==> src/bdp_pkg.sv <==
// Shared types, character codes and constants for the bracketed decimal parser.
package bdp_pkg;

    localparam int MANT_W   = 54;
    localparam int FRAC_W   = 6;
    localparam int STATUS_W = 2;
    localparam int LIMIT_W  = 6;
    localparam int CHAR_W   = 7;

    localparam logic [LIMIT_W-1:0] SCAN_LIMIT_RESET = 6'd40;

    localparam logic [CHAR_W-1:0] CH_LPAREN = 7'h28;
    localparam logic [CHAR_W-1:0] CH_RPAREN = 7'h29;
    localparam logic [CHAR_W-1:0] CH_POINT  = 7'h2E;
    localparam logic [CHAR_W-1:0] CH_ZERO   = 7'h30;
    localparam logic [CHAR_W-1:0] CH_NINE   = 7'h39;

    typedef enum logic [STATUS_W-1:0] {
        ST_OK    = 2'd0,
        ST_BAD   = 2'd1,
        ST_LIMIT = 2'd2,
        ST_OVER  = 2'd3
    } status_t;

    typedef struct packed {
        status_t                status;
        logic [FRAC_W-1:0]      frac_digits;
        logic [MANT_W-1:0]      mantissa;
    } result_t;

    // Largest mantissa allowed: 10^digits - 1, capped to the field width.
    function automatic logic [MANT_W-1:0] mant_bound(input int digits);
        logic [63:0] p;
        logic [63:0] cap;
        p   = 64'd1;
        cap = (64'd1 << MANT_W) - 64'd1;
        for (int k = 0; k < 19; k++) begin
            if (k < digits) begin
                p = p * 64'd10;
            end
        end
        p = p - 64'd1;
        if (p > cap) begin
            p = cap;
        end
        return p[MANT_W-1:0];
    endfunction

endpackage

==> src/bracketed_decimal_parser.sv <==
// Top level of the bracketed decimal parser: byte stream in, fixed-point results out.
// Parses a field written as "(ddd.ddd)" from a byte stream, one byte per transfer, and takes
// a new byte every clock cycle while the buffer has room. Bit 7 of each byte is ignored.
// A byte with s_axis_tuser[0] set starts a new field; bytes before '(' are skipped, and the
// field ends with one result: the digits as an unsigned mantissa, the number of digits after
// the point, and a status (0 ok, 1 bad character, 2 scan limit reached, 3 mantissa overflow;
// mantissa and digit count are zero unless ok), registered when the last byte is taken. The
// per-byte update (multiply by ten, add, compare with the bound) sits between the parse
// state registers and a two-entry output buffer, so a stalled master side holds back the
// slave side only once both buffer entries are full. cfg_wdata sets the most bytes examined
// per field (reset 40, zero acts as one); the user must write it while idle (not enforced).
module bracketed_decimal_parser
    import bdp_pkg::*;
#(
    parameter int MANTISSA_DIGITS = 16
) (
    input  logic               aclk,
    input  logic               aresetn,
    input  logic               cfg_we,
    input  logic [LIMIT_W-1:0] cfg_wdata,
    input  logic               s_axis_tvalid,
    output logic               s_axis_tready,
    input  logic [7:0]         s_axis_tdata,  // [7:0] rx_byte
    input  logic [0:0]         s_axis_tuser,  // [0] frame_start
    output logic               m_axis_tvalid,
    input  logic               m_axis_tready,
    output logic [63:0]        m_axis_tdata   // [53:0] mantissa, [59:54] frac_digits,
                                              // [61:60] status, [63:62] zero
);

    localparam logic [MANT_W-1:0] MANT_BOUND = mant_bound(MANTISSA_DIGITS);
    localparam int WIDE_W = MANT_W + 4;

    typedef enum logic [1:0] {
        PH_IDLE = 2'd0,
        PH_SEEK = 2'd1,
        PH_NUM  = 2'd2
    } phase_t;

    phase_t             phase_reg,      phase_next;
    logic [LIMIT_W-1:0] byte_count_reg, byte_count_next;
    logic [MANT_W-1:0]  digit_accum_reg, digit_accum_next;
    logic [FRAC_W-1:0]  frac_count_reg, frac_count_next;
    logic               point_seen_reg, point_seen_next;
    logic [LIMIT_W-1:0] scan_limit_reg;

    phase_t             cur_phase;
    logic [LIMIT_W-1:0] cur_count;
    logic [MANT_W-1:0]  cur_accum;
    logic [FRAC_W-1:0]  cur_frac;
    logic               cur_point;

    logic [CHAR_W-1:0]  ch;
    logic               is_digit;
    logic [WIDE_W-1:0]  wide_next;
    logic               overflow;
    logic [LIMIT_W-1:0] count_inc;
    logic [LIMIT_W-1:0] limit_eff;
    logic               fin;
    status_t            fin_status;
    result_t            result;
    logic               s_accept;
    logic               buf_ready;
    result_t            m_result;

    assign s_axis_tready = buf_ready;
    assign s_accept      = s_axis_tvalid && buf_ready;
    assign m_axis_tdata  = {2'b00, m_result};

    assign ch        = s_axis_tdata[CHAR_W-1:0];
    assign is_digit  = (ch >= CH_ZERO) && (ch <= CH_NINE);
    assign limit_eff = (scan_limit_reg == '0) ? LIMIT_W'(1) : scan_limit_reg;

    always_comb begin
        // frame_start restarts the field before the byte is examined
        if (s_axis_tuser[0]) begin
            cur_phase = PH_SEEK;
            cur_count = '0;
            cur_accum = '0;
            cur_frac  = '0;
            cur_point = 1'b0;
        end else begin
            cur_phase = phase_reg;
            cur_count = byte_count_reg;
            cur_accum = digit_accum_reg;
            cur_frac  = frac_count_reg;
            cur_point = point_seen_reg;
        end

        // accum * 10 + digit, accum * 10 as two shifts
        wide_next = ({4'b0000, cur_accum} << 3) + ({4'b0000, cur_accum} << 1)
                  + WIDE_W'(ch[3:0]);
        overflow  = wide_next > {4'b0000, MANT_BOUND};
        count_inc = cur_count + LIMIT_W'(1);

        phase_next       = cur_phase;
        byte_count_next  = cur_count;
        digit_accum_next = cur_accum;
        frac_count_next  = cur_frac;
        point_seen_next  = cur_point;
        fin              = 1'b0;
        fin_status       = ST_OK;

        unique case (cur_phase)
            PH_SEEK: begin
                if (ch == CH_LPAREN) begin
                    phase_next = PH_NUM;
                end
            end
            PH_NUM: begin
                priority if (ch == CH_RPAREN) begin
                    fin        = 1'b1;
                    fin_status = ST_OK;
                end else if (ch == CH_POINT) begin
                    if (cur_point) begin
                        fin        = 1'b1;
                        fin_status = ST_BAD;
                    end else begin
                        point_seen_next = 1'b1;
                    end
                end else if (is_digit) begin
                    if (overflow) begin
                        fin        = 1'b1;
                        fin_status = ST_OVER;
                    end else begin
                        digit_accum_next = wide_next[MANT_W-1:0];
                        if (cur_point) begin
                            frac_count_next = cur_frac + FRAC_W'(1);
                        end
                    end
                end else begin
                    fin        = 1'b1;
                    fin_status = ST_BAD;
                end
            end
            default: ;
        endcase

        // the byte that reaches the limit is still examined first
        if (cur_phase != PH_IDLE && !fin) begin
            byte_count_next = count_inc;
            if (count_inc >= limit_eff) begin
                fin        = 1'b1;
                fin_status = ST_LIMIT;
            end
        end

        if (fin) begin
            phase_next = PH_IDLE;
        end

        result.status = fin_status;
        if (fin_status == ST_OK) begin
            result.mantissa    = cur_accum;
            result.frac_digits = cur_frac;
        end else begin
            result.mantissa    = '0;
            result.frac_digits = '0;
        end
    end

    always_ff @(posedge aclk) begin
        if (!aresetn) begin
            scan_limit_reg  <= SCAN_LIMIT_RESET;
            phase_reg       <= PH_IDLE;
            byte_count_reg  <= '0;
            digit_accum_reg <= '0;
            frac_count_reg  <= '0;
            point_seen_reg  <= 1'b0;
        end else begin
            if (cfg_we) begin
                scan_limit_reg <= cfg_wdata;
            end
            if (s_accept) begin
                phase_reg       <= phase_next;
                byte_count_reg  <= byte_count_next;
                digit_accum_reg <= digit_accum_next;
                frac_count_reg  <= frac_count_next;
                point_seen_reg  <= point_seen_next;
            end
        end
    end

    bdp_out_buf u_out_buf (
        .aclk      (aclk),
        .aresetn   (aresetn),
        .in_valid  (s_accept && fin),
        .in_data   (result),
        .in_ready  (buf_ready),
        .out_valid (m_axis_tvalid),
        .out_data  (m_result),
        .out_ready (m_axis_tready)
    );

endmodule

==> src/bdp_out_buf.sv <==
// Two-entry output register with skid stage for parse results.
module bdp_out_buf
    import bdp_pkg::*;
(
    input  logic    aclk,
    input  logic    aresetn,
    input  logic    in_valid,
    input  result_t in_data,
    output logic    in_ready,
    output logic    out_valid,
    output result_t out_data,
    input  logic    out_ready
);

    logic    out_valid_reg;
    result_t out_data_reg;
    logic    skid_valid_reg;
    result_t skid_data_reg;

    assign in_ready  = !skid_valid_reg;
    assign out_valid = out_valid_reg;
    assign out_data  = out_data_reg;

    always_ff @(posedge aclk) begin
        if (!aresetn) begin
            out_valid_reg  <= 1'b0;
            skid_valid_reg <= 1'b0;
        end else begin
            if (!out_valid_reg || out_ready) begin
                if (skid_valid_reg) begin
                    out_data_reg   <= skid_data_reg;
                    out_valid_reg  <= 1'b1;
                    skid_valid_reg <= 1'b0;
                end else if (in_valid) begin
                    out_data_reg  <= in_data;
                    out_valid_reg <= 1'b1;
                end else begin
                    out_valid_reg <= 1'b0;
                end
            end else if (in_valid) begin
                // output stalled: park the new result
                skid_data_reg  <= in_data;
                skid_valid_reg <= 1'b1;
            end
        end
    end

endmodule
==> config.mk <==
export PLATFORM = sky130hd
export DESIGN_NAME = bracketed_decimal_parser
export DESIGN_NICKNAME = d
export VERILOG_FILES = /design/src/bdp_pkg.sv /design/src/bracketed_decimal_parser.sv /design/src/bdp_out_buf.sv
export SDC_FILE = /design/constraint.sdc
export NUM_CORES = 1
export LEC_CHECK = 0
export BUFFER_PORTS_ARGS = -buffer_cell sky130_fd_sc_hd__clkbuf_2
export CAP_MARGIN = 10
export CORE_MARGIN = 10
export CORE_UTILIZATION = 65
export DETAILED_ROUTE_END_ITERATION = 10
export PLACE_DENSITY = 0.84
export SYNTH_ARGS = -nofsm -noshare
export SYNTH_HDL_FRONTEND = slang
export SYNTH_HIERARCHICAL = 1
export SYNTH_SLANG_ARGS = --single-unit
==> constraint.sdc <==
create_clock -name aclk -period 25 [get_ports aclk]
set_input_delay 5 -clock aclk [delete_from_list [all_inputs] [get_ports aclk]]
set_output_delay 5 -clock aclk [all_outputs]
set_load 0.02 [all_outputs]
======== Word-level counts from Yosys, hierarchy flattened ========
Cells that the tools add are included.
Widths: inputs -> output; s select.
word-level totals
  bits in registers ....................... 201
  input bits .............................. 20
  output and inout port bits .............. 66
  logic and storage cells ................. 89
cells by class
  add/subtract/negate cells ............... 4
  $lt $le $gt $ge ......................... 4
  equal/unequal tests ..................... 5
  multiplexer cells ....................... 45
  bitwise operators ....................... 2
  reduce and logical (&&, ||, !) cells .... 15
operators with widths
  cell                  number
  $mux 54               6
  $mux 62               2
  $mux 6                10
  $mux 60               1
  $add 57x55->58        1
  $add 58x4->58         1
  $gt 58x54->1 const B  1
  $mux 2                11
  $eq 7x6->1 const B    3
  $mux 1                15
  $add 6x1->6 const B   2
  $ge 7x6->1 const B    1
  $le 7x6->1 const B    1
  $ge 6x6->1            1
  $logic_not 6->1       1
  $reduce_and 3->1      2
  $logic_and 1x1->1     4
  $reduce_bool 2->1     2
  $logic_not 1->1       3
  $eq 2x1->1 const B    1
  $eq 2x2->1 const B    1
  $logic_not 2->1       1
  $not 1->1             2
  $reduce_or 2->1       1
  $logic_or 1x1->1      1

======== Logic depth before layout (Yosys ltp) ========
Gate-level depths: netlist of the first run.
  depth after elaboration ................. 16
  gate-level depth with buffers ........... 22

======== Cells and area by module ========
Netlist of the first run, hierarchy kept.
modules (own cells, without submodules)
  module                    instances  cells an instance  area an instance (um^2)  seq. area each (um^2)
  bracketed_decimal_parser  1          1,272              9,529.1                  1,501.4
  bdp_out_buf               1          202                4,755.8                  3,763.6

======== Worst setup path after synthesis of the first run ========
No wires, ideal clock.
  kind .................................... input-to-reg
  start ................................... input port s_axis_tuser
  end ..................................... register u_out_buf.out_data_reg (netlist bit u_out_buf/out_data[0]), enable pin
  library setup time ...................... 0.482 ns
  arrival ................................. 11.855 ns
  required time ........................... 24.518 ns
  slack ................................... 12.663 ns
  cell stages on the path ................. 20
  buffers on the path ..................... 2
  cells stage by stage .................... clkbuf_1 clkbuf_1 nor2b_1 ha_1 ha_1 inv_1 fa_1 nand2b_1 a21oi_2 o21bai_2 a211oi_2 o21ai_1 o21ai_0 nor2_1 or4_4 nor3b_1 o211ai_2 a31oi_1 o21ai_0 nor2_1
on the way
  longest elaborated chain between the ends .. 15
  elaborated cells between the ends (all ways) .. 24
  classes of those cells .................. add/sub: 3; order compare: 2; eq/ne: 1; mux: 12; reduce/logical: 6
RTL lines
  element                                 RTL line                         text
  start: declaration                      bracketed_decimal_parser.sv:24   input logic [0:0] s_axis_tuser,
  $mux 54                                 bracketed_decimal_parser.sv:76   if (s_axis_tuser[0]) begin
  $add 57x55->58                          bracketed_decimal_parser.sv:91   wide_next = ({4'b0000, cur_accum} << 3) + ({4'b0000, cur_accum} << 1)
  $add 58x4->58                           bracketed_decimal_parser.sv:92   + WIDE_W'(ch[3:0]);
  $gt 58x54->1                            bracketed_decimal_parser.sv:93   overflow = wide_next > {4'b0000, MANT_BOUND};
  $mux 1                                  bracketed_decimal_parser.sv:122  if (overflow) begin
  $mux 1                                  bracketed_decimal_parser.sv:121  end else if (is_digit) begin
  $mux 1                                  bracketed_decimal_parser.sv:114  end else if (ch == CH_POINT) begin
  $mux 1                                  bracketed_decimal_parser.sv:111  priority if (ch == CH_RPAREN) begin
  $mux 1                                  bracketed_decimal_parser.sv:104  unique case (cur_phase)
  $logic_not 1->1                         bracketed_decimal_parser.sv:140  if (cur_phase != PH_IDLE && !fin) begin
  $logic_and 1x1->1                       bracketed_decimal_parser.sv:140
  $mux 1 (*)                              bracketed_decimal_parser.sv:140
  $logic_and 1x1->1 (*)                   bracketed_decimal_parser.sv:187  .in_valid (s_accept && fin),
  $reduce_bool 2->1 (no source line) (*)  --
  $reduce_and 3->1 (no source line) (*)   --
  end signal: assignment                  bdp_out_buf.sv:31                out_data_reg <= skid_data_reg;
  end signal: assignment                  bdp_out_buf.sv:35                out_data_reg <= in_data;
  end: declaration                        bdp_out_buf.sv:16                result_t out_data_reg;
Every way passes the cells marked *; elsewhere a longest branch is shown, timed or not.
A chain may end at the register's enable or synchronous reset.

==> impl_metrics.ini, run 1 <==
[power_and_ir_drop]
p_comb_frac = 0.028
p_leak_nw = 6.402
swShare = 0.2057
clock_power_share = 0.465
switchingPower_mw = 0.1420
sequentialPowerShare = 0.506
irDropWorstVdd_uv = 39.12
power_density_nw_per_um2 = 44.69
p_int_mw = 0.5483

[finish]
final_cell_area_um2 = 15450
drive_gt1_frac = 0.1584
nNetsFinal = 1637
area_delta_synth_final_pct = 8.128
antenna_cells = 0
final_cell_mix = 149 x nand2_1, 124 x edfxtp_1, 115 x ha_1
fill_cells = 1581
final_common_cell = nand2_1
post-route-util = 0.7100

[drt]
ant_nets = 0
firstDrtPassIters = 7
route.detailed.drc = 0
routed_via_density = 6.782
routedWlPerCell_um = 22.11
drtIter0Drc = 1632
wl_met2_um = 17610
wl_met3_um = 3745
postRouteWirelength_um = 39690
vias = 12173
top_layer = met4
drt-met1-wl_um = 17640

[synthesis]
yosysUniqueCellTypes = 93
synth_edf_count = 124
postSynthCellCount = 1474
ys.flop_type = edfxtp_1
avgSynthCellArea_um2 = 9.691
seq_area_frac_synth = 0.3686
syn_area_um2 = 14280
ys_seq_elements = 201
yosysWarningCount = 6
async_reset_ff_frac = 0

[timing]
finalSetupViolations = 0
relSlewSlack = 0.2888
setup_tns_ns = 0
fmax_mhz = 84.88
skew_ns = 0.02016
hold_viol = 0
tightest_slew_ns = 1.067
finalMaxSlewViolations = 0
fin_crit_ns = 11.78
timing.hold.ws_ns = 0.4656
rsz0062_at_grt = no
period_share = 0.4712

[worst_hold_path]
hp-start = digit_accum_reg[15]$_SDFFE_PN0P_
hold_depth = 2
hp-class = flop to flop
worstHoldEndpoint = digit_accum_reg[15]$_SDFFE_PN0P_

[die]
start_util = 0.6566
pin_count = 86
die_x_um = 168.2
core_um2 = 21760
std_cell_rows = 54
dieArea_um2 = 28310
die_y_um = 168.2

[clock_network]
clk_pin_slew_ns = 0.06
cts_buffers = 20
post_cts_buffers = 0
clk_latency_ns = 0.50
clock-root-buffer = clkbuf_16
h-tree-depth = 1
cts-resized-gates = 0
clock_path_buffers = 3
cts_hold_buf = 0
cts_tree = done
cts.sinks = 201

[setup_path]
setup.worst_path.start = s_axis_tuser
crit_fanout = 92
r2r-start = digit_accum_reg[0]$_SDFFE_PN0P_
crit_type = primary input to flop
cp.arrival_ns = 12.01
r2r_cells = 20
worst_ep_required_time_ns = 25.23
rrSetupSlack_ns = 18.15
worstSetupStartpointType = primary input
worstSetupEndpointType = flop
timing.rr.end = u_out_buf/out_data[40]$_DFFE_PP_

[global_route]
grt_pass1_wl_um = 62070
grtUsageTotal = 0.2637
grt_max_degree = 93
overflow = 0
antenna_found_initial = 0
grt_pass1_vias = 11304

[outcome]
status = finished, final reports clean

[place]
port_buffers = 82
placed_area_um2 = 14740
gp_congestion = 0.9815
hpwl_um = 28540

[flow_run]
drv_cap = 0
## Yosys cell counts, drive strengths merged, types with 41 or more instances
cell | number | area share
buf | 41 | 0.018
nor2 | 99 | 0.026
clkbuf | 50 | 0.013
ha | 115 | 0.10
mux2 | 64 | 0.063
dfxtp | 77 | 0.11
nor3b | 59 | 0.031
nand2 | 151 | 0.040
edfxtp | 124 | 0.26
o21ai | 72 | 0.026
nor2b | 60 | 0.026
a21oi | 93 | 0.033
nand3 | 43 | 0.015
## power by group through the flow
stage                     Combinational [mW]  Sequential [mW]  Clock (mW)
after global placement                0.0185            0.357           0
after detailed placement              0.0190            0.357           0
final                                 0.0196            0.350       0.321
after floorplan                       0.0141            0.357           0
after CTS                             0.0191            0.350       0.321
after global routing                  0.0212            0.349       0.333
## routing by layer
metal	vias to the layer above	track usage
met1	5787	0.3846
met5	-	0
met2	658	0.4087
met3	69	0.04144
met4	0	0.04542
li1	5659	-
## worst max path at each step
stage | endpoint
floorplan | u_out_buf/out_data[0]$_DFFE_PP_
global placement | u_out_buf/out_data[55]$_DFFE_PP_
detailed placement | u_out_buf/out_data[40]$_DFFE_PP_
CTS | u_out_buf/out_data[52]$_DFFE_PP_
global route | u_out_buf/out_data[43]$_DFFE_PP_
finish | u_out_buf/out_data[40]$_DFFE_PP_
## logic make-up after synthesis
kind of cell               Yosys count  synth area share
buffers and inverters              112           0.03696
xor gates and xnor gates            49           0.03004
AOI/OAI and AO/OA                  376            0.1895
muxes                               76           0.07147
and+or+nand+nor                    543            0.2010
DFF                                201            0.3686
other                                1         0.0002625
adders and majority gates          116            0.1021
## stage by stage
step | setup WS, ns | cells | power, mW
floorplan | 12.66 | 1475 | 0.3710
global placement | 13.00 | 1759 | 0.3753
CTS | 13.38 | 1795 | 0.6897
detailed placement | 12.91 | 1759 | 0.3759
global route | 12.87 | 1795 | 0.7037
finish | 13.22 | 1795 | 0.6903
## area by class of cell
cell class | instances | area, um2 | area share
clock buffers | 28 | 581.8 | 0.03767
multi-input cells | 1162 | 8532 | 0.5524
flip-flops and latches | 201 | 5269 | 0.3411
inverters | 21 | 78.83 | 0.005103
clock inverters | 8 | 126.4 | 0.008181
well taps | 280 | 350.3 | 0.02268
repair buffers | 95 | 508.0 | 0.03289
## worst max-delay path: stages
cell and delay [ns]:
clkbuf_2 0.08, buf_4 0.71, nor2b_1 0.33, xor2_1 0.24
ha_1 0.22, a21o_1 0.16, ha_1 0.34, o211ai_1 0.24
o211ai_1 0.18, and3_1 0.23, o21a_1 0.23, a221oi_2 0.52
a21oi_1 0.21, xor2_1 0.22, or4_4 0.53, nor3b_1 0.58
o211ai_4 0.18, buf_4 0.39, a31oi_4 0.25, buf_4 0.55
nor3b_1 0.22, mux2_4 0.33
(Power assumes the default switching activity.)
==> inputs of run 2 (changes only) <==
--- a/config.mk
+++ b/config.mk
@@ -8,9 +8,9 @@
 export BUFFER_PORTS_ARGS = -buffer_cell sky130_fd_sc_hd__clkbuf_2
 export CAP_MARGIN = 10
 export CORE_MARGIN = 10
-export CORE_UTILIZATION = 65
+export CORE_UTILIZATION = 56
 export DETAILED_ROUTE_END_ITERATION = 10
-export PLACE_DENSITY = 0.84
+export PLACE_DENSITY = 0.77
 export SYNTH_ARGS = -nofsm -noshare
 export SYNTH_HDL_FRONTEND = slang
 export SYNTH_HIERARCHICAL = 1
==> constraint.sdc (replaced) <==
create_clock -name aclk -period 10 [get_ports aclk]
set_input_delay 2 -clock aclk [delete_from_list [all_inputs] [get_ports aclk]]
set_output_delay 2 -clock aclk [all_outputs]
set_load 0.02 [all_outputs]
==> impl_metrics.ini, run 2 (synthesized netlist as in run 1, its figures left out) <==
[finish]
post-route-util = 0.6195
final_cell_area_um2 = 15550
nNetsFinal = 1643
fill_cells = 2097
final_common_cell = nand2_1
drive_gt1_frac = 0.1598
final_cell_mix = 149 x nand2_1, 124 x edfxtp_1, 115 x ha_1
antenna_cells = 0
area_delta_synth_final_pct = 8.890

[clock_network]
h-tree-depth = 1
cts_hold_buf = 0
clock_path_buffers = 3
cts_buffers = 21
cts-resized-gates = 0
cts.sinks = 201
post_cts_buffers = 0
clk_pin_slew_ns = 0.06
cts_tree = done
clk_latency_ns = 0.49
clock-root-buffer = clkbuf_16

[global_route]
grt_pass1_vias = 11063
grt_pass1_wl_um = 61680
antenna_found_initial = 0
grtUsageTotal = 0.2270
overflow = 0
grt_max_degree = 86

[setup_path]
r2r-start = digit_accum_reg[0]$_SDFFE_PN0P_
crit_fanout = 79
rrSetupSlack_ns = 3.37
crit_type = primary input to flop
setup.worst_path.start = s_axis_tuser
worst_ep_required_time_ns = 10.24
worstSetupEndpointType = flop
cp.arrival_ns = 8.42
worstSetupStartpointType = primary input

[power_and_ir_drop]
power_density_nw_per_um2 = 110.0
irDropWorstVdd_uv = 169.2
p_leak_nw = 6.433

[timing]
hold_viol = 0
fin_crit_ns = 8.181
rsz0062_at_grt = no
relSlewSlack = 0.3609
fmax_mhz = 122.2
finalMaxSlewViolations = 0
finalSetupViolations = 0
period_share = 0.8181
tightest_slew_ns = 0.9586
skew_ns = 0.01533
setup_tns_ns = 0

[die]
std_cell_rows = 58
start_util = 0.5689
die_x_um = 179.7
pin_count = 86
dieArea_um2 = 32300
core_um2 = 25110
die_y_um = 179.7

[drt]
postRouteWirelength_um = 38920
vias = 11944
ant_nets = 0
routedWlPerCell_um = 21.02
drtIter0Drc = 1450
routed_via_density = 6.453
route.detailed.drc = 0
firstDrtPassIters = 5

[place]
hpwl_um = 29350
placed_area_um2 = 14880
port_buffers = 82
gp_congestion = 0.9342

[flow_run]
drv_cap = 0

[outcome]
status = finished, final reports clean

[worst_hold_path]
hp-start = digit_accum_reg[53]$_SDFFE_PN0P_
hp-class = flop to flop
-- run 2: cell count changes in the layout (fill, tap and decap cells not counted), sizes merged --
cell and delta:
clkinv -1, inv +1, buf +6
-- run 2: area by class of cell --
type,instances,area (um2),area share
Sequential cell,201,5269,0.3387
Clock buffer,29,555.5,0.03571
Tap cell,330,412.9,0.02654
Timing Repair Buffer,100,583.1,0.03748
Clock inverter,8,123.9,0.007963
Inverter,21,78.83,0.005068
Multi-Input combinational cell,1162,8532,0.5485
-- run 2: report_power, final --
group / switching, mW / internal [mW]
sequential: 0.00182 / 0.872
combinational: 0.0375 / 0.0135
clock: 0.317 / 0.468
-- run 2: through the flow --
stage	hold slack (ns)	worst slack [ns]	cells	total power, mW
global route	0.4926	1.680	1851	1.752
floorplan	0.4321	0.6628	1475	0.9273
CTS	0.4637	1.920	1851	1.713
finish	0.4637	1.819	1851	1.710
detailed placement	0.4523	1.453	1814	0.9419
global placement	0.4439	1.549	1814	0.9405
-- run 2: worst max-delay path, cell delays in order --
cell	delay, ns
buf_2	0.29
buf_12	0.34
nor2b_1	0.18
ha_1	0.24
a21o_1	0.16
ha_1	0.34
o211ai_1	0.24
o211ai_1	0.23
and3_1	0.26
o21a_1	0.23
a221oi_2	0.47
a21oi_1	0.21
xor2_1	0.23
or4_4	0.53
nor3b_1	0.55
o211ai_4	0.23
a31oi_4	0.84
buf_4	0.35
nor3b_1	0.12
mux2_4	0.28
-- run 2: worst paths after layout --
kind                                                          to  depth (start not counted)
worst max-delay path            u_out_buf/out_data[50]$_DFFE_PP_                         20
worst min-delay path            digit_accum_reg[53]$_SDFFE_PN0P_                          2
worst max register to register  u_out_buf/out_data[50]$_DFFE_PP_                         19
worst min register to register  digit_accum_reg[53]$_SDFFE_PN0P_                          2
-- run 2: routing by layer --
metal,up-vias,share of wire,global-route usage,wire length [um]
met2,471,0.43,0.3317,16600
met5,-,0,0,0
met3,49,0.079,0.02610,3089
met4,0,0.017,0.04697,680
li1,5672,-,-,-
met1,5752,0.48,0.3504,18550
==> inputs of run 3 (changes only) <==
==> constraint.sdc (replaced) <==
create_clock -name aclk -period 6.92 [get_ports aclk]
set_input_delay 1.384 -clock aclk [delete_from_list [all_inputs] [get_ports aclk]]
set_output_delay 1.384 -clock aclk [all_outputs]
set_load 0.02 [all_outputs]
==> impl_metrics.ini, run 3 (synthesized netlist as in run 1, its figures left out) <==
[clock_network]
clock_path_buffers = 3
h-tree-depth = 1
cts.sinks = 201
post_cts_buffers = 0
cts-resized-gates = 0
clock-root-buffer = clkbuf_16
cts_hold_buf = 0
clk_latency_ns = 0.52
cts_buffers = 22
cts_tree = done
clk_pin_slew_ns = 0.06

[drt]
top_layer = met5
routedWlPerCell_um = 20.94
ant_nets = 0
wl_met2_um = 17950
postRouteWirelength_um = 40960
drtIter0Drc = 1245
wl_met3_um = 3707
drt-met1-wl_um = 18560
firstDrtPassIters = 8
routed_via_density = 6.357
route.detailed.drc = 0
vias = 12435

[worst_hold_path]
hp-class = flop to flop
hold_depth = 2

[timing]
finalMaxSlewViolations = 0
hold_viol = 0
skew_ns = 0.03590
tightest_slew_ns = 0.9674
rsz0062_at_grt = no
relSlewSlack = 0.3551
period_share = 0.9403
finalSetupViolations = 0
fmax_mhz = 153.7
fin_crit_ns = 6.507
setup_tns_ns = 0

[setup_path]
max_stage_delay_ns = 0.53
cp.arrival_ns = 6.65
crit_fanout = 62
worst_ep_required_time_ns = 7.07
slowest_stage = or4_4
worstSetupStartpointType = primary input
r2r_cells = 19
worstSetupEndpointType = flop
crit_type = primary input to flop
path_cells = buf_2, buf_12, nor2b_1, ha_1, ha_1, a21oi_1, o21ai_0, a21oi_1, o21ai_0, a221oi_2, a21oi_1, xor2_1, or4_4, nor3b_1, buf_4, o211ai_4, a31oi_2, o21ai_0, nor2_4, buf_12

[power_and_ir_drop]
p_leak_nw = 7.003
power_density_nw_per_um2 = 156.4
irDropWorstVdd_uv = 274.1

[global_route]
grt_pass1_vias = 11724
grt_max_degree = 86
grt_pass1_wl_um = 64300
antenna_found_initial = 1
overflow = 0
grtUsageTotal = 0.2383

[place]
hpwl_um = 30870
port_buffers = 82
placed_cells = 1916
gp_congestion = 0.9549

[finish]
nNetsFinal = 1746
final_cell_mix = 149 x nand2_1, 124 x edfxtp_1, 115 x ha_1
antenna_cells = 0
area_delta_synth_final_pct = 15.46
fin_cells = 1956
post-route-util = 0.6569
final_common_cell = nand2_1
drive_gt1_frac = 0.2171
fill_cells = 1952

[die]
die_x_um = 179.7
core_um2 = 25110
pin_count = 86
die_y_um = 179.7
std_cell_rows = 58
dieArea_um2 = 32300
start_util = 0.5689

[outcome]
status = finished, final reports clean

[flow_run]
drv_cap = 0
-- run 3: path summary, 6_finish.rpt --
check | slack [ns] | from | to
worst max-delay path | 0.41 | s_axis_tuser | u_out_buf/out_data[31]$_DFFE_PP_
worst min-delay path | 0.46 | digit_accum_reg[53]$_SDFFE_PN0P_ | digit_accum_reg[53]$_SDFFE_PN0P_
worst max register to register | 1.27 | digit_accum_reg[0]$_SDFFE_PN0P_ | u_out_buf/out_data[31]$_DFFE_PP_
worst min register to register | 0.46 | digit_accum_reg[53]$_SDFFE_PN0P_ | digit_accum_reg[53]$_SDFFE_PN0P_
-- run 3: layout make-up --
type	count	area, um2	share of cell area
inverters	21	78.83	0.004779
well taps	330	412.9	0.02503
clock inverters	13	157.7	0.009558
multi-input cells	1162	8538	0.5177
flip-flops and latches	201	5269	0.3195
repair buffers	202	1436	0.08709
clock buffers	27	600.6	0.03641
-- run 3: per-layer routing --
layer | vias up | global-route usage
met2 | 553 | 0.3674
li1 | 5871 | -
met3 | 58 | 0.03614
met5 | - | 0
met4 | 2 | 0.05127
met1 | 5951 | 0.3454
-- run 3: through the flow --
stage	cell area, um2	setup slack [ns]	hold slack, ns	power [mW]
finish	16490	0.4135	0.4583	2.580
global route	16490	0.2401	0.4762	2.638
CTS	16490	0.5897	0.4559	2.582
detailed placement	15740	0.1049	0.4496	1.366
global placement	15740	0.2448	0.4427	1.364
floorplan	14310	0.01916	0.4321	1.340
-- run 3: where the power goes --
part / total [mW] / internal, mW / switching (mW)
logic: 0.0792 / 0.0230 / 0.0562
clock network: 1.24 / 0.737 / 0.501
registers: 1.26 / 1.26 / 0.00259
-- run 3: worst max-delay path, delay by kind of cell --
kind	cells	cell delay [ns]
buffers and inverters	4	0.86
and+or+nand+nor	4	1.40
adders and majority gates	2	0.70
AOI/OAI and AO/OA	9	1.97
xor gates and xnor gates	1	0.22
